### config.mk
export PLATFORM = sky130hd
export DESIGN_NAME = center_line_edge_scan_unit_flat
export DESIGN_NICKNAME = d
export VERILOG_FILES = /design/src/rtl/core/cles_pkg.sv /design/src/rtl/core/cles_if.sv /design/src/rtl/core/cles_cfg.sv /design/src/rtl/core/cles_pix_stage.sv /design/src/rtl/core/cles_scan.sv /design/src/rtl/core/center_line_edge_scan_unit.sv /design/src/flat_wrapper.sv
export SDC_FILE = /design/constraint.sdc
export NUM_CORES = 1
export LEC_CHECK = 0
export BUFFER_PORTS_ARGS = -buffer_cell sky130_fd_sc_hd__buf_2
export CAP_MARGIN = 25
export CORE_ASPECT_RATIO = 0.75
export CORE_UTILIZATION = 50
export CTS_CLUSTER_DIAMETER = 100
export DETAILED_ROUTE_END_ITERATION = 10
export PLACE_DENSITY = 0.73
export SYNTH_ARGS = -nofsm -noshare
export SYNTH_HDL_FRONTEND = slang
export SYNTH_HIERARCHICAL = 1
export SYNTH_SLANG_ARGS = --single-unit
### constraint.sdc
create_clock -name i_clk -period 4.65 [get_ports i_clk]
set_input_delay 0.465 -clock i_clk [delete_from_list [all_inputs] [get_ports i_clk]]
set_output_delay 0.465 -clock i_clk [all_outputs]
set_load 0.01 [all_outputs]
### src/rtl/core/cles_pkg.sv
package cles_pkg;

    // Default coordinate width (columns and rows)
    localparam int COORD_BITS_DEF = 8;

    // Fixed widths
    localparam int PIX_BITS       = 8;
    localparam int APB_DATA_BITS  = 32;
    localparam int APB_ADDR_BITS  = 5;
    localparam int REG_IDX_BITS   = 3;

    // Register reset values
    localparam int RST_BAND_LOW       = 0;
    localparam int RST_BAND_HIGH      = 255;
    localparam int RST_LINE_WIDTH     = 188;
    localparam int RST_SPLIT_COLUMN   = 94;
    localparam int RST_RIGHT_LIMIT    = 188;
    localparam int RST_FIRST_SCAN_ROW = 49;
    localparam int RST_LAST_SCAN_ROW  = 79;
    localparam int RST_TOP_SEARCH_ROW = 100;

    // Register map, one 32-bit word each
    typedef enum logic [REG_IDX_BITS-1:0] {
        REG_BAND_LOW       = 3'd0,
        REG_BAND_HIGH      = 3'd1,
        REG_LINE_WIDTH     = 3'd2,
        REG_SPLIT_COLUMN   = 3'd3,
        REG_RIGHT_LIMIT    = 3'd4,
        REG_FIRST_SCAN_ROW = 3'd5,
        REG_LAST_SCAN_ROW  = 3'd6,
        REG_TOP_SEARCH_ROW = 3'd7
    } t_reg_idx;

    // Pixel after the band compare
    typedef struct packed {
        logic marked;
        logic frame_start;
        logic frame_end;
    } t_pix_item;

endpackage

### src/rtl/core/cles_if.sv
// Pixel stream channel
interface cles_in_if;
    logic                          valid;
    logic                          ready;
    logic [cles_pkg::PIX_BITS-1:0] pixel;
    logic                          frame_start;
    logic                          frame_end;

    modport source (output valid, output pixel, output frame_start, output frame_end,
                    input ready);
    modport sink   (input valid, input pixel, input frame_start, input frame_end,
                    output ready);
endinterface

// Edge result channel
interface cles_out_if #(
    parameter int COORD_BITS = cles_pkg::COORD_BITS_DEF
);
    logic                  valid;
    logic                  ready;
    logic                  row_valid;
    logic [COORD_BITS-1:0] row_number;
    logic [COORD_BITS-1:0] left_edge;
    logic [COORD_BITS-1:0] right_edge;
    logic [COORD_BITS-1:0] center_column;
    logic                  top_valid;
    logic [COORD_BITS-1:0] top_point;

    modport source (output valid, output row_valid, output row_number, output left_edge,
                    output right_edge, output center_column, output top_valid,
                    output top_point, input ready);
    modport sink   (input valid, input row_valid, input row_number, input left_edge,
                    input right_edge, input center_column, input top_valid,
                    input top_point, output ready);
endinterface

### src/rtl/core/cles_cfg.sv
module cles_cfg #(
    parameter int COORD_BITS = cles_pkg::COORD_BITS_DEF
) (
    input  logic                                i_clk,
    input  logic                                i_rst_n,
    input  logic                                psel,
    input  logic                                penable,
    input  logic                                pwrite,
    input  logic [cles_pkg::APB_ADDR_BITS-1:0]  paddr,
    input  logic [cles_pkg::APB_DATA_BITS-1:0]  pwdata,
    output logic [cles_pkg::APB_DATA_BITS-1:0]  prdata,
    output logic                                pready,
    output logic [cles_pkg::PIX_BITS-1:0]       o_band_low,
    output logic [cles_pkg::PIX_BITS-1:0]       o_band_high,
    output logic [COORD_BITS-1:0]               o_line_width,
    output logic [COORD_BITS-1:0]               o_split_column,
    output logic [COORD_BITS-1:0]               o_right_limit,
    output logic [COORD_BITS-1:0]               o_first_scan_row,
    output logic [COORD_BITS-1:0]               o_last_scan_row,
    output logic [COORD_BITS-1:0]               o_top_search_row
);
    import cles_pkg::*;

    logic [PIX_BITS-1:0]   r_band_low;
    logic [PIX_BITS-1:0]   r_band_high;
    logic [COORD_BITS-1:0] r_line_width;
    logic [COORD_BITS-1:0] r_split_column;
    logic [COORD_BITS-1:0] r_right_limit;
    logic [COORD_BITS-1:0] r_first_scan_row;
    logic [COORD_BITS-1:0] r_last_scan_row;
    logic [COORD_BITS-1:0] r_top_search_row;

    logic     wr_en;
    t_reg_idx reg_idx;

    // Word index; the two byte-offset bits are ignored
    assign reg_idx = t_reg_idx'(paddr[APB_ADDR_BITS-1:2]);
    assign wr_en   = psel && penable && pwrite;
    assign pready  = 1'b1;

    // Register writes
    always_ff @(posedge i_clk) begin
        if (!i_rst_n) begin
            r_band_low       <= PIX_BITS'(RST_BAND_LOW);
            r_band_high      <= PIX_BITS'(RST_BAND_HIGH);
            r_line_width     <= COORD_BITS'(RST_LINE_WIDTH);
            r_split_column   <= COORD_BITS'(RST_SPLIT_COLUMN);
            r_right_limit    <= COORD_BITS'(RST_RIGHT_LIMIT);
            r_first_scan_row <= COORD_BITS'(RST_FIRST_SCAN_ROW);
            r_last_scan_row  <= COORD_BITS'(RST_LAST_SCAN_ROW);
            r_top_search_row <= COORD_BITS'(RST_TOP_SEARCH_ROW);
        end else if (wr_en) begin
            case (reg_idx)
                REG_BAND_LOW:       r_band_low       <= pwdata[PIX_BITS-1:0];
                REG_BAND_HIGH:      r_band_high      <= pwdata[PIX_BITS-1:0];
                REG_LINE_WIDTH:     r_line_width     <= pwdata[COORD_BITS-1:0];
                REG_SPLIT_COLUMN:   r_split_column   <= pwdata[COORD_BITS-1:0];
                REG_RIGHT_LIMIT:    r_right_limit    <= pwdata[COORD_BITS-1:0];
                REG_FIRST_SCAN_ROW: r_first_scan_row <= pwdata[COORD_BITS-1:0];
                REG_LAST_SCAN_ROW:  r_last_scan_row  <= pwdata[COORD_BITS-1:0];
                REG_TOP_SEARCH_ROW: r_top_search_row <= pwdata[COORD_BITS-1:0];
                default: ;
            endcase
        end
    end

    // Read back
    always_comb begin
        case (reg_idx)
            REG_BAND_LOW:       prdata = APB_DATA_BITS'(r_band_low);
            REG_BAND_HIGH:      prdata = APB_DATA_BITS'(r_band_high);
            REG_LINE_WIDTH:     prdata = APB_DATA_BITS'(r_line_width);
            REG_SPLIT_COLUMN:   prdata = APB_DATA_BITS'(r_split_column);
            REG_RIGHT_LIMIT:    prdata = APB_DATA_BITS'(r_right_limit);
            REG_FIRST_SCAN_ROW: prdata = APB_DATA_BITS'(r_first_scan_row);
            REG_LAST_SCAN_ROW:  prdata = APB_DATA_BITS'(r_last_scan_row);
            REG_TOP_SEARCH_ROW: prdata = APB_DATA_BITS'(r_top_search_row);
            default:            prdata = '0;
        endcase
    end

    assign o_band_low       = r_band_low;
    assign o_band_high      = r_band_high;
    assign o_line_width     = r_line_width;
    assign o_split_column   = r_split_column;
    assign o_right_limit    = r_right_limit;
    assign o_first_scan_row = r_first_scan_row;
    assign o_last_scan_row  = r_last_scan_row;
    assign o_top_search_row = r_top_search_row;

endmodule

### src/rtl/core/cles_pix_stage.sv
module cles_pix_stage (
    input  logic                          i_clk,
    input  logic                          i_rst_n,
    input  logic                          i_valid,
    input  logic [cles_pkg::PIX_BITS-1:0] i_pixel,
    input  logic                          i_frame_start,
    input  logic                          i_frame_end,
    input  logic [cles_pkg::PIX_BITS-1:0] i_band_low,
    input  logic [cles_pkg::PIX_BITS-1:0] i_band_high,
    input  logic                          i_take,
    output logic                          o_ready,
    output logic                          o_valid,
    output cles_pkg::t_pix_item           o_item
);
    import cles_pkg::*;

    logic      r_valid;
    t_pix_item r_item;
    t_pix_item n_item;
    logic      load;

    // Input register is free when empty or being drained this cycle
    assign o_ready = !r_valid || i_take;
    assign load    = i_valid && o_ready;

    // Intensity band test
    always_comb begin
        n_item.marked      = (i_pixel >= i_band_low) && (i_pixel <= i_band_high);
        n_item.frame_start = i_frame_start;
        n_item.frame_end   = i_frame_end;
    end

    always_ff @(posedge i_clk) begin
        if (!i_rst_n) begin
            r_valid <= 1'b0;
        end else if (load) begin
            r_valid <= 1'b1;
        end else if (i_take) begin
            r_valid <= 1'b0;
        end
    end

    always_ff @(posedge i_clk) begin
        if (load) begin
            r_item <= n_item;
        end
    end

    assign o_valid = r_valid;
    assign o_item  = r_item;

    // Drain only happens from a full register
    a_take_needs_item: assert property (@(posedge i_clk) disable iff (!i_rst_n)
        i_take |-> r_valid)
        else $error("pixel stage drained while empty");

    // A loaded pixel is held in the register, not lost
    a_load_keeps_valid: assert property (@(posedge i_clk) disable iff (!i_rst_n)
        load |=> r_valid)
        else $error("loaded pixel lost");

    // No load while holding an item that is not drained
    a_no_overwrite: assert property (@(posedge i_clk) disable iff (!i_rst_n)
        (r_valid && !i_take) |-> !load)
        else $error("pixel register overwritten");

endmodule

### src/rtl/core/cles_scan.sv
module cles_scan #(
    parameter int COORD_BITS = cles_pkg::COORD_BITS_DEF
) (
    input  logic                   i_clk,
    input  logic                   i_rst_n,
    input  logic                   i_item_valid,
    input  cles_pkg::t_pix_item    i_item,
    input  logic [COORD_BITS-1:0]  i_line_width,
    input  logic [COORD_BITS-1:0]  i_split_column,
    input  logic [COORD_BITS-1:0]  i_right_limit,
    input  logic [COORD_BITS-1:0]  i_first_scan_row,
    input  logic [COORD_BITS-1:0]  i_last_scan_row,
    input  logic [COORD_BITS-1:0]  i_top_search_row,
    input  logic                   i_out_ready,
    output logic                   o_take,
    output logic                   o_out_valid,
    output logic                   o_row_valid,
    output logic [COORD_BITS-1:0]  o_row_number,
    output logic [COORD_BITS-1:0]  o_left_edge,
    output logic [COORD_BITS-1:0]  o_right_edge,
    output logic [COORD_BITS-1:0]  o_center_column,
    output logic                   o_top_valid,
    output logic [COORD_BITS-1:0]  o_top_point
);
    import cles_pkg::*;

    // Scan state
    logic [COORD_BITS-1:0] r_col, n_col;
    logic [COORD_BITS-1:0] r_row, n_row;
    logic [COORD_BITS-1:0] r_left, n_left;
    logic [COORD_BITS-1:0] r_rfound, n_rfound;
    logic                  r_rseen, n_rseen;
    logic [COORD_BITS-1:0] r_top, n_top;

    // Result register
    logic                  r_out_valid;
    logic                  r_row_valid, n_row_valid;
    logic [COORD_BITS-1:0] r_row_number, n_row_number;
    logic [COORD_BITS-1:0] r_left_edge, n_left_edge;
    logic [COORD_BITS-1:0] r_right_edge, n_right_edge;
    logic [COORD_BITS-1:0] r_center, n_center;
    logic                  r_top_valid, n_top_valid;
    logic [COORD_BITS-1:0] r_top_point, n_top_point;

    logic [COORD_BITS-1:0] x, y, left0, top0;
    logic                  rseen0;
    logic                  in_line;
    logic [COORD_BITS:0]   x_inc;
    logic                  row_end;
    logic                  emit_row;
    logic [COORD_BITS-1:0] left1, rfound1, top1, right_out;
    logic                  rseen1;
    logic [COORD_BITS:0]   edge_sum;

    // Advance when the result register can take a transaction
    assign o_take = i_item_valid && (!r_out_valid || i_out_ready);

    // Per-pixel scan step
    always_comb begin
        // Frame start clears position, edges and top point first
        x      = i_item.frame_start ? '0   : r_col;
        y      = i_item.frame_start ? '0   : r_row;
        left0  = i_item.frame_start ? '0   : r_left;
        rseen0 = i_item.frame_start ? 1'b0 : r_rseen;
        top0   = i_item.frame_start ? '0   : r_top;

        in_line = i_item.marked && (x < i_line_width);

        left1   = left0;
        rfound1 = r_rfound;
        rseen1  = rseen0;
        top1    = top0;
        if (in_line) begin
            if (x < i_split_column) begin
                left1 = x;
            end else if ((x < i_right_limit) && !rseen0) begin
                rfound1 = x;
                rseen1  = 1'b1;
            end
            if ((x == i_split_column) && (y != '0) && (y <= i_top_search_row)) begin
                top1 = y;
            end
        end

        x_inc     = {1'b0, x} + (COORD_BITS+1)'(1);
        row_end   = x_inc >= {1'b0, i_line_width};
        emit_row  = row_end && (y >= i_first_scan_row) && (y <= i_last_scan_row);
        right_out = rseen1 ? rfound1 : i_right_limit;
        edge_sum  = {1'b0, left1} + {1'b0, right_out};

        // Result fields
        n_row_valid  = emit_row;
        n_row_number = emit_row ? y : '0;
        n_left_edge  = emit_row ? left1 : '0;
        n_right_edge = emit_row ? right_out : '0;
        n_center     = emit_row ? edge_sum[COORD_BITS:1] : '0;
        n_top_valid  = i_item.frame_end;
        n_top_point  = i_item.frame_end ? top1 : '0;

        // Next state
        n_rfound = rfound1;
        n_top    = top1;
        if (row_end) begin
            n_col   = '0;
            n_row   = y + COORD_BITS'(1);
            n_left  = '0;
            n_rseen = 1'b0;
        end else begin
            n_col   = x_inc[COORD_BITS-1:0];
            n_row   = y;
            n_left  = left1;
            n_rseen = rseen1;
        end
        if (i_item.frame_end) begin
            n_col   = '0;
            n_row   = '0;
            n_left  = '0;
            n_rseen = 1'b0;
            n_top   = '0;
        end
    end

    // Scan state registers
    always_ff @(posedge i_clk) begin
        if (!i_rst_n) begin
            r_col   <= '0;
            r_row   <= '0;
            r_left  <= '0;
            r_rseen <= 1'b0;
            r_top   <= '0;
        end else if (o_take) begin
            r_col   <= n_col;
            r_row   <= n_row;
            r_left  <= n_left;
            r_rseen <= n_rseen;
            r_top   <= n_top;
        end
    end

    // Right edge is only read while right_seen is set
    always_ff @(posedge i_clk) begin
        if (o_take) begin
            r_rfound <= n_rfound;
        end
    end

    // Result valid
    always_ff @(posedge i_clk) begin
        if (!i_rst_n) begin
            r_out_valid <= 1'b0;
        end else if (o_take && (n_row_valid || n_top_valid)) begin
            r_out_valid <= 1'b1;
        end else if (i_out_ready) begin
            r_out_valid <= 1'b0;
        end
    end

    // Result payload
    always_ff @(posedge i_clk) begin
        if (o_take && (n_row_valid || n_top_valid)) begin
            r_row_valid  <= n_row_valid;
            r_row_number <= n_row_number;
            r_left_edge  <= n_left_edge;
            r_right_edge <= n_right_edge;
            r_center     <= n_center;
            r_top_valid  <= n_top_valid;
            r_top_point  <= n_top_point;
        end
    end

    assign o_out_valid     = r_out_valid;
    assign o_row_valid     = r_row_valid;
    assign o_row_number    = r_row_number;
    assign o_left_edge     = r_left_edge;
    assign o_right_edge    = r_right_edge;
    assign o_center_column = r_center;
    assign o_top_valid     = r_top_valid;
    assign o_top_point     = r_top_point;

    // Every delivered result carries a row or a top point
    a_result_nonempty: assert property (@(posedge i_clk) disable iff (!i_rst_n)
        r_out_valid |-> (r_row_valid || r_top_valid))
        else $error("empty result transaction");

    // Frame end leaves the position at the frame origin
    a_frame_end_clears: assert property (@(posedge i_clk) disable iff (!i_rst_n)
        (o_take && i_item.frame_end) |=> (r_col == '0 && r_row == '0 && r_top == '0))
        else $error("frame state not cleared after frame end");

    // A pending result is never overwritten by the scan step
    a_no_take_on_stall: assert property (@(posedge i_clk) disable iff (!i_rst_n)
        (r_out_valid && !i_out_ready) |-> !o_take)
        else $error("scan advanced over a stalled result");

endmodule

### src/rtl/core/center_line_edge_scan_unit.sv
// Channel   Dir   Handshake          Payload
// i_pix     in    valid/ready        pixel, frame_start, frame_end
// o_res     out   valid/ready        row_valid, row_number, left_edge, right_edge,
//                                    center_column, top_valid, top_point
// APB       in    psel/penable/pready  8 registers at byte address 4*i
//
// One pixel per clock while o_res is not stalled; a pixel's result passes the input register,
// then the result register, before it is valid on o_res.
// The scan step is a compare/update between the two registers, no loops.
// Reset (i_rst_n low, synchronous) clears positions, the left edge, the right-edge flag and
// the top point and loads the register defaults; no clearing pass.
// A stalled output holds one result and one further pixel in the input register.
module center_line_edge_scan_unit #(
    parameter int COORD_BITS = cles_pkg::COORD_BITS_DEF
) (
    input  logic                               i_clk,
    input  logic                               i_rst_n,
    cles_in_if.sink                            i_pix,
    cles_out_if.source                         o_res,
    input  logic                               psel,
    input  logic                               penable,
    input  logic                               pwrite,
    input  logic [cles_pkg::APB_ADDR_BITS-1:0] paddr,
    input  logic [cles_pkg::APB_DATA_BITS-1:0] pwdata,
    output logic [cles_pkg::APB_DATA_BITS-1:0] prdata,
    output logic                               pready
);
    import cles_pkg::*;

    logic [PIX_BITS-1:0]   band_low;
    logic [PIX_BITS-1:0]   band_high;
    logic [COORD_BITS-1:0] line_width;
    logic [COORD_BITS-1:0] split_column;
    logic [COORD_BITS-1:0] right_limit;
    logic [COORD_BITS-1:0] first_scan_row;
    logic [COORD_BITS-1:0] last_scan_row;
    logic [COORD_BITS-1:0] top_search_row;

    logic      item_valid;
    t_pix_item item;
    logic      take;

    // Configuration registers
    cles_cfg #(
        .COORD_BITS (COORD_BITS)
    ) u_cfg (
        .i_clk            (i_clk),
        .i_rst_n          (i_rst_n),
        .psel             (psel),
        .penable          (penable),
        .pwrite           (pwrite),
        .paddr            (paddr),
        .pwdata           (pwdata),
        .prdata           (prdata),
        .pready           (pready),
        .o_band_low       (band_low),
        .o_band_high      (band_high),
        .o_line_width     (line_width),
        .o_split_column   (split_column),
        .o_right_limit    (right_limit),
        .o_first_scan_row (first_scan_row),
        .o_last_scan_row  (last_scan_row),
        .o_top_search_row (top_search_row)
    );

    // Input register with band compare
    cles_pix_stage u_pix (
        .i_clk         (i_clk),
        .i_rst_n       (i_rst_n),
        .i_valid       (i_pix.valid),
        .i_pixel       (i_pix.pixel),
        .i_frame_start (i_pix.frame_start),
        .i_frame_end   (i_pix.frame_end),
        .i_band_low    (band_low),
        .i_band_high   (band_high),
        .i_take        (take),
        .o_ready       (i_pix.ready),
        .o_valid       (item_valid),
        .o_item        (item)
    );

    // Edge scan and result register
    cles_scan #(
        .COORD_BITS (COORD_BITS)
    ) u_scan (
        .i_clk            (i_clk),
        .i_rst_n          (i_rst_n),
        .i_item_valid     (item_valid),
        .i_item           (item),
        .i_line_width     (line_width),
        .i_split_column   (split_column),
        .i_right_limit    (right_limit),
        .i_first_scan_row (first_scan_row),
        .i_last_scan_row  (last_scan_row),
        .i_top_search_row (top_search_row),
        .i_out_ready      (o_res.ready),
        .o_take           (take),
        .o_out_valid      (o_res.valid),
        .o_row_valid      (o_res.row_valid),
        .o_row_number     (o_res.row_number),
        .o_left_edge      (o_res.left_edge),
        .o_right_edge     (o_res.right_edge),
        .o_center_column  (o_res.center_column),
        .o_top_valid      (o_res.top_valid),
        .o_top_point      (o_res.top_point)
    );

endmodule

### src/flat_wrapper.sv
// flat-port wrapper written by rule: the top's interface ports become plain ports
module center_line_edge_scan_unit_flat import cles_pkg::*;
#(
    parameter int COORD_BITS = cles_pkg::COORD_BITS_DEF
)
  (i_clk, i_rst_n, psel, penable, pwrite, paddr, pwdata, prdata, pready, i_pix_valid, i_pix_pixel, i_pix_frame_start, i_pix_frame_end, i_pix_ready, o_res_valid, o_res_row_valid, o_res_row_number, o_res_left_edge, o_res_right_edge, o_res_center_column, o_res_top_valid, o_res_top_point, o_res_ready);
  cles_in_if i_pix_i ();
  cles_out_if #(.COORD_BITS(COORD_BITS)) o_res_i ();
  input  logic i_clk;
  input  logic i_rst_n;
  input  logic psel;
  input  logic penable;
  input  logic pwrite;
  input  logic [cles_pkg::APB_ADDR_BITS-1:0] paddr;
  input  logic [cles_pkg::APB_DATA_BITS-1:0] pwdata;
  output logic [cles_pkg::APB_DATA_BITS-1:0] prdata;
  output logic pready;
  input wire logic [$bits(i_pix_i.valid)-1:0] i_pix_valid;
  input wire logic [$bits(i_pix_i.pixel)-1:0] i_pix_pixel;
  input wire logic [$bits(i_pix_i.frame_start)-1:0] i_pix_frame_start;
  input wire logic [$bits(i_pix_i.frame_end)-1:0] i_pix_frame_end;
  output wire logic [$bits(i_pix_i.ready)-1:0] i_pix_ready;
  output wire logic [$bits(o_res_i.valid)-1:0] o_res_valid;
  output wire logic [$bits(o_res_i.row_valid)-1:0] o_res_row_valid;
  output wire logic [$bits(o_res_i.row_number)-1:0] o_res_row_number;
  output wire logic [$bits(o_res_i.left_edge)-1:0] o_res_left_edge;
  output wire logic [$bits(o_res_i.right_edge)-1:0] o_res_right_edge;
  output wire logic [$bits(o_res_i.center_column)-1:0] o_res_center_column;
  output wire logic [$bits(o_res_i.top_valid)-1:0] o_res_top_valid;
  output wire logic [$bits(o_res_i.top_point)-1:0] o_res_top_point;
  input wire logic [$bits(o_res_i.ready)-1:0] o_res_ready;
  assign i_pix_i.valid = i_pix_valid;
  assign i_pix_i.pixel = i_pix_pixel;
  assign i_pix_i.frame_start = i_pix_frame_start;
  assign i_pix_i.frame_end = i_pix_frame_end;
  assign i_pix_ready = i_pix_i.ready;
  assign o_res_valid = o_res_i.valid;
  assign o_res_row_valid = o_res_i.row_valid;
  assign o_res_row_number = o_res_i.row_number;
  assign o_res_left_edge = o_res_i.left_edge;
  assign o_res_right_edge = o_res_i.right_edge;
  assign o_res_center_column = o_res_i.center_column;
  assign o_res_top_valid = o_res_i.top_valid;
  assign o_res_top_point = o_res_i.top_point;
  assign o_res_i.ready = o_res_ready;
  center_line_edge_scan_unit #(.COORD_BITS(COORD_BITS)) u_core (.i_clk(i_clk), .i_rst_n(i_rst_n), .i_pix(i_pix_i), .o_res(o_res_i), .psel(psel), .penable(penable), .pwrite(pwrite), .paddr(paddr), .pwdata(pwdata), .prdata(prdata), .pready(pready));
endmodule
== After elaboration in Yosys (flattened, before gate mapping) ==
Cells that the tools add are included.

* Logic and storage cells: 106
* Output and inout port bits: 77
* Register bits: 152
* Input port bits: 54

* Reductions and logical operators: 30
* Order comparisons: 9
* Equal/unequal tests: 8
* Mux-type cells: 30
* Add/subtract/negate cells: 3

{| class="wikitable"
|+ Operator list
! operator !! number
|-
| $pmux W32 S8 || 1
|-
| $mux W8 || 19
|-
| $le A8 B8 Y1 || 3
|-
| $lt A8 B8 Y1 || 3
|-
| $ge A8 B8 Y1 || 2
|-
| $reduce_and A2 Y1 || 8
|-
| $eq A3 B3 Y1 const B || 4
|-
| $logic_and A1 B1 Y1 || 12
|-
| $mux W1 || 10
|-
| $add A8 B1 Y9 const B || 1
|-
| $add A8 B8 Y9 || 1
|-
| $ge A9 B8 Y1 || 1
|-
| $add A8 B1 Y8 const B || 1
|-
| $eq A8 B8 Y1 || 1
|-
| $reduce_bool A8 Y1 || 1
|-
| $eq A3 B2 Y1 const B || 2
|-
| $reduce_bool A2 Y1 || 2
|-
| $eq A3 B1 Y1 const B || 1
|-
| $logic_not A1 Y1 || 3
|-
| $logic_not A3 Y1 || 1
|-
| $logic_or A1 B1 Y1 || 3
|}

== Longest topological paths before layout ==
* Depth in word-level cells: 8
* Mapped depth: 21
* Gate-level depth less buffers: 20

== Cells and area by module ==
The synthesis kept the hierarchy.

{| class="wikitable"
|+ Modules (own cells, without submodules)
! module !! cells an instance !! instances !! area an instance (µm²)
|-
| cles_scan || 583 || 1 || 5,485.3
|-
| cles_cfg || 408 || 1 || 3,246.9
|-
| cles_pix_stage || 65 || 1 || 535.5
|}

== Worst setup path after synthesis ==
No wires, ideal clock.

* Path kind: flip-flop to flip-flop
* Start: register u_core.u_pix.r_item (netlist bit u_core/u_pix/o_item[1])
* End: register u_core.u_scan.r_center[7], in the netlist u_core/u_scan/o_center_column[7] (data pin)
* Clock period less this slack: 4.392 ns
* Stages on the path, launching flop included: 21
* Data required time: 4.384 ns
* Slack: 0.258 ns
* Path buffers: 2
* Arrival: 4.126 ns
* Cell sequence: edfxtp_1 > clkbuf_1 > nor2b_1 > ha_1 > and3_1 > a221oi_1 > o211a_1 > and4_1 > buf_6 > mux2_2 > mux2_2 > ha_1 > nor2b_1 > o21ai_0 > nand2b_1 > a21o_1 > a21o_1 > nand2_1 > nand2_1 > a21oi_1 > nor2_1

* Cells in the longest elaborated chain, start to end: 8

{| class="wikitable"
|+ Ends and longest elaborated chain
! what !! RTL line !! source
|-
| from (decl) || cles_pix_stage.sv:18 || <nowiki>t_pix_item r_item;</nowiki>
|-
| from (signal assigned) || cles_pix_stage.sv:45 || <nowiki>r_item <= n_item;</nowiki>
|-
| $mux W8 or $mux W1 (tied branches) || cles_scan.sv:61, cles_scan.sv:64 ||
|-
| $lt A8 B8 Y1 or $logic_not A1 Y1 (tied branches) || cles_scan.sv:76 || <nowiki>end else if ((x < i_right_limit) && !rseen0) begin</nowiki>
|-
| $logic_and A1 B1 Y1 || cles_scan.sv:76 ||
|-
| $mux W8 || cles_scan.sv:76 ||
|-
| $mux W8 || cles_scan.sv:74 || <nowiki>if (x < i_split_column) begin</nowiki>
|-
| $mux W8 * || cles_scan.sv:73 || <nowiki>if (in_line) begin</nowiki>
|-
| via u_core.u_scan.n_rfound[2] || cles_scan.sv:31 || <nowiki>logic [COORD_BITS-1:0] r_rfound, n_rfound;</nowiki>
|-
| $mux W8 * || cles_scan.sv:88 || <nowiki>right_out = rseen1 ? rfound1 : i_right_limit;</nowiki>
|-
| via u_core.u_scan.right_out[2] || cles_scan.sv:51 || <nowiki>logic [COORD_BITS-1:0] left1, rfound1, top1, right_out;</nowiki>
|-
| $add A8 B8 Y9 * || cles_scan.sv:89 || <nowiki>edge_sum = {1'b0, left1} + {1'b0, right_out};</nowiki>
|-
| to (signal assigned) || cles_scan.sv:165 || <nowiki>r_center <= n_center;</nowiki>
|-
| to (decl) || cles_scan.sv:41 || <nowiki>logic [COORD_BITS-1:0] r_center, n_center;</nowiki>
|}

Mark *: on every way through the listed nets, which the timed path passes. The rest lies on a longest branch.
A chain may end at the register's enable or synchronous reset.

== Worst setup path in the final report ==
* Start: register u_core.u_pix.r_item (netlist bit u_core/u_pix/o_item[1])
* End: register u_core.u_scan.r_center[6], in the netlist u_core/u_scan/o_center_column[6] (data pin)

The elaborated chain is that of the path after synthesis.

==> metrics.md <==
| Metric | Value |
|---|---|
| Crit. End Element | flop |
| Drt wl/cell | 17.11 um |
| Switching Fraction | 25.61% |
| Worst stage delay on the critical path | 0.57 ns |
| Most frequent cells in the layout | nand2_1, dfxtp_1, inv_1 |
| Critical Path Stages | 17 |
| Crit-path max FO | 8 |
| PortBufs | 79 |
| Critical path class | reg -> reg |
| N_diodes | 0 |
| Critical Path Start Type | flop |
| Post-DP HPWL | 16600 um |
| Final Util | 58.87% |
| Pwr per Cell Area | 279.6 nW/um2 |
| Initial Utilization | 51.87% |
| Outcome | completed |
| Fin crit share | 97.70% |
| Combinational fraction of design power | 8.8% |
| Die width | 159.2 um |
| Peak VDD IR | 207.7 uV |
| Drt total wl | 23650 um |
| Worst reg2reg path depth | 17 |
| Clock skew | 0.01052 ns |
| Final net count | 1258 |
| Worst endpoint required time | 4.90 ns |
| Clock-pin slew on the worst setup and hold paths | 0.06 ns |
| Clock network power share | 43.2% |
| Die H | 119.9 um |
| Commonest non-fill, non-tap cell in the layout | nand2_1 |
| CTS Sinks | 152 |
| Die area | 19090 um2 |
| Fin. max-slew vios | 0 |
| DRT Pass-1 Iters | 5 |
| Vias in the first global route | 7163 |
| Area grow syn2layout | 13.49% |
| Reg power frac | 48.0% |
| Post-synthesis instance area | 9268 um2 |
| Count of different cell masters after synthesis | 74 |
| CP top delay family | simple AND/OR/NAND/NOR gates |
| Largest net degree at the start of global routing | 86 |
| Setup violations, final | 0 |
| Hold Vio Cnt, Final | 0 |
| Core area | 17870 um2 |
| Placed Instance Area | 9784 um2 |
| TritonCTS clock tree | done |
| Synth warnings | 6 |
| Worst Path Buf+Inv | 4 |
| Drc violations | 0 |
| Routability Congestion | 0.8562 |
| Mapped Cells | 1056 |
| Clk Latency, worst-skew pair | 0.43 ns |
| 1st-iter DRT viols | 723 |
| Syn avg cell area | 8.776 um2 |
| Max Buffers Root-to-Sink | 2 |
| Worst hold path type | in -> reg |
| P_leak | 0.004599 uW |
| Ports | 131 |
| CP max stage cell | edfxtp_1 |
| CP arrival | 4.80 ns |
| Via count | 7838 |
| GRT Util Overall | 24.99% |
| Initial antenna violation count | 0 |
| Yosys reg bits | 152 |
| Worst Max-Slew Pin Slew | 0.8203 ns |
| Hold Path Stages | 1 |
| Share of layout cells above drive strength 1 | 16.58% |
| Main synth FF type | dfxtp_1 |
| Gr ovfl total | 0 |
| Detailed-route vias per instance | 5.671 |
| Maximum Capacitance Violations | 0 |
| Max Fclk | 220.1 MHz |
| TritonCTS buffer count | 17 |
| P_sw | 753.0 uW |
| Finished Cell Area | 10520 um2 |
| Crit-path cells | buf_12, buf_4, buf_4, nor3b_1, nor4b_2, a2111oi_4, and4_1, buf_4, mux2_2, mux2_2, ha_1, nand2_1, nor2_1, a211oi_1, o31ai_2, or3_1, o311ai_1 |
| Slew HR | 45.31% |
| H-tree Lvls | 4 |
| Fraction of registers with async set/reset | 0% |
| Final min period | 4.543 ns |
| Global-route wire length before repair | 37380 um |
| Int Pwr | 2187 uW |
| Post-synth EDFFs | 53 |
| Post-synthesis sequential area ratio | 38.56% |
| Root buf cell | clkbuf_16 |
| Crit path top cell by count | buf_4 |
| Antenna-violating nets left | 0 |
| Row count | 42 |
## Yosys cell counts (3+ instances only)
cell / count / area [um2]
a211oi_1: 4 / 30.03
a21boi_0: 25 / 187.7
a21boi_1: 3 / 22.52
a21o_1: 10 / 75.07
a21oi_1: 34 / 170.2
a221oi_1: 12 / 105.1
a22o_1: 6 / 52.55
a22oi_1: 18 / 135.1
and2_1: 14 / 87.58
and3_1: 7 / 43.79
buf_1: 4 / 15.01
buf_2: 11 / 55.05
buf_4: 27 / 202.7
buf_6: 3 / 33.78
clkbuf_1: 38 / 142.6
dfxtp_1: 99 / 1982
edfxtp_1: 53 / 1592
ha_1: 76 / 950.9
inv_1: 94 / 352.8
mux2_2: 15 / 168.9
mux2i_1: 26 / 260.3
nand2_1: 117 / 439.2
nand2b_1: 12 / 75.07
nand3_1: 48 / 240.2
nand3b_1: 3 / 22.52
nand4_1: 6 / 37.54
nor2_1: 62 / 232.7
nor2_2: 3 / 18.77
nor2b_1: 47 / 294.0
nor3_1: 16 / 80.08
nor3b_1: 3 / 22.52
o211ai_1: 6 / 45.04
o21a_1: 7 / 52.55
o21ai_0: 76 / 380.4
o22ai_1: 10 / 62.56
or3_1: 4 / 25.02
or4_1: 3 / 22.52
xnor2_1: 6 / 52.55
xor2_1: 6 / 52.55
## area by class of cell
class | instances | area, um2
multi-input cells | 750 | 5064
flip-flops and latches | 152 | 3573
fillers | 1566 | 7350
clock inverters | 12 | 92.59
well taps | 242 | 302.8
inverters | 94 | 352.8
repair buffers | 112 | 685.7
clock buffers | 20 | 446.7
## layer usage
layer	share of wire, %	up-vias	GRT usage, %
met3	7.8	36	5.150
met4	1.8	0	9.555
met1	46	3720	35.06
met5	0	-	0
li1	-	3782	-
met2	45	300	37.72
## worst paths after layout
check / start / to / slack, ns
setup / recovery: u_core/u_pix/o_item[1] / u_core/u_scan/o_center_column[6] / 0.11
hold / removal: i_pix_frame_end / u_core/u_pix/o_item[0] / 0.21
setup reg to reg: u_core/u_pix/o_item[1] / u_core/u_scan/o_center_column[6] / 0.11
hold reg to reg: u_core/u_scan/r_top[5] / u_core/u_scan/r_top[5] / 0.47
## stage by stage
step / std cells / setup WS, ns / total power (uW) / hold WS [ns] / setup TNS, ns
after floorplan: 1079 / 0.2582 / 1614 / 0.4244 / 0
after global placement: 1341 / 0.04762 / 1676 / 0.4578 / 0
after detailed placement: 1341 / 0.03671 / 1681 / 0.4631 / 0
after CTS: 1373 / 0.01888 / 2939 / 0.1987 / 0
after global routing: 1382 / -0.03619 / 3040 / 0.1993 / -0.05074
final: 1382 / 0.1068 / 2940 / 0.2129 / 0
## cell families after synthesis
group                      synth area share, %
xor gates and xnor gates                 1.134
other                                  0.08103
AOI/OAI and AO/OA                        16.89
adders and majority gates                10.48
buffers and inverters                    8.654
muxes                                    4.631
DFF                                      38.56
and+or+nand+nor                          19.58
## power groups by stage
| stage | Sequential, uW | Combinational (uW) | Clock (uW) |
|---|---|---|---|
| floorplan | 1440 | 174 | 0 |
| global placement | 1440 | 237 | 0 |
| detailed placement | 1440 | 241 | 0 |
| CTS | 1410 | 242 | 1290 |
| global route | 1410 | 279 | 1350 |
| finish | 1410 | 259 | 1270 |
## repair_timing
action,in CTS,in global routing
endpoints found under the setup margin,1,4
pin swaps,0,5
gates resized for setup,1,16
gates cloned,0,1
setup buffers,0,7
hold buffers,0,0
## registers in the layout, summed over array words and instances (netlist names), 3 cells and up
register	count
u_core/u_cfg/o_band_high	8
u_core/u_cfg/o_band_low	8
u_core/u_cfg/o_first_scan_row	8
u_core/u_cfg/o_last_scan_row	8
u_core/u_cfg/o_line_width	8
u_core/u_cfg/o_right_limit	8
u_core/u_cfg/o_split_column	8
u_core/u_cfg/o_top_search_row	8
u_core/u_pix/o_item	3
u_core/u_scan/o_center_column	8
u_core/u_scan/o_left_edge	8
u_core/u_scan/o_right_edge	8
u_core/u_scan/o_row_number	8
u_core/u_scan/o_top_point	8
u_core/u_scan/r_col	8
u_core/u_scan/r_left	8
u_core/u_scan/r_rfound	8
u_core/u_scan/r_row	8
u_core/u_scan/r_top	8
(Power assumes the default switching activity.)
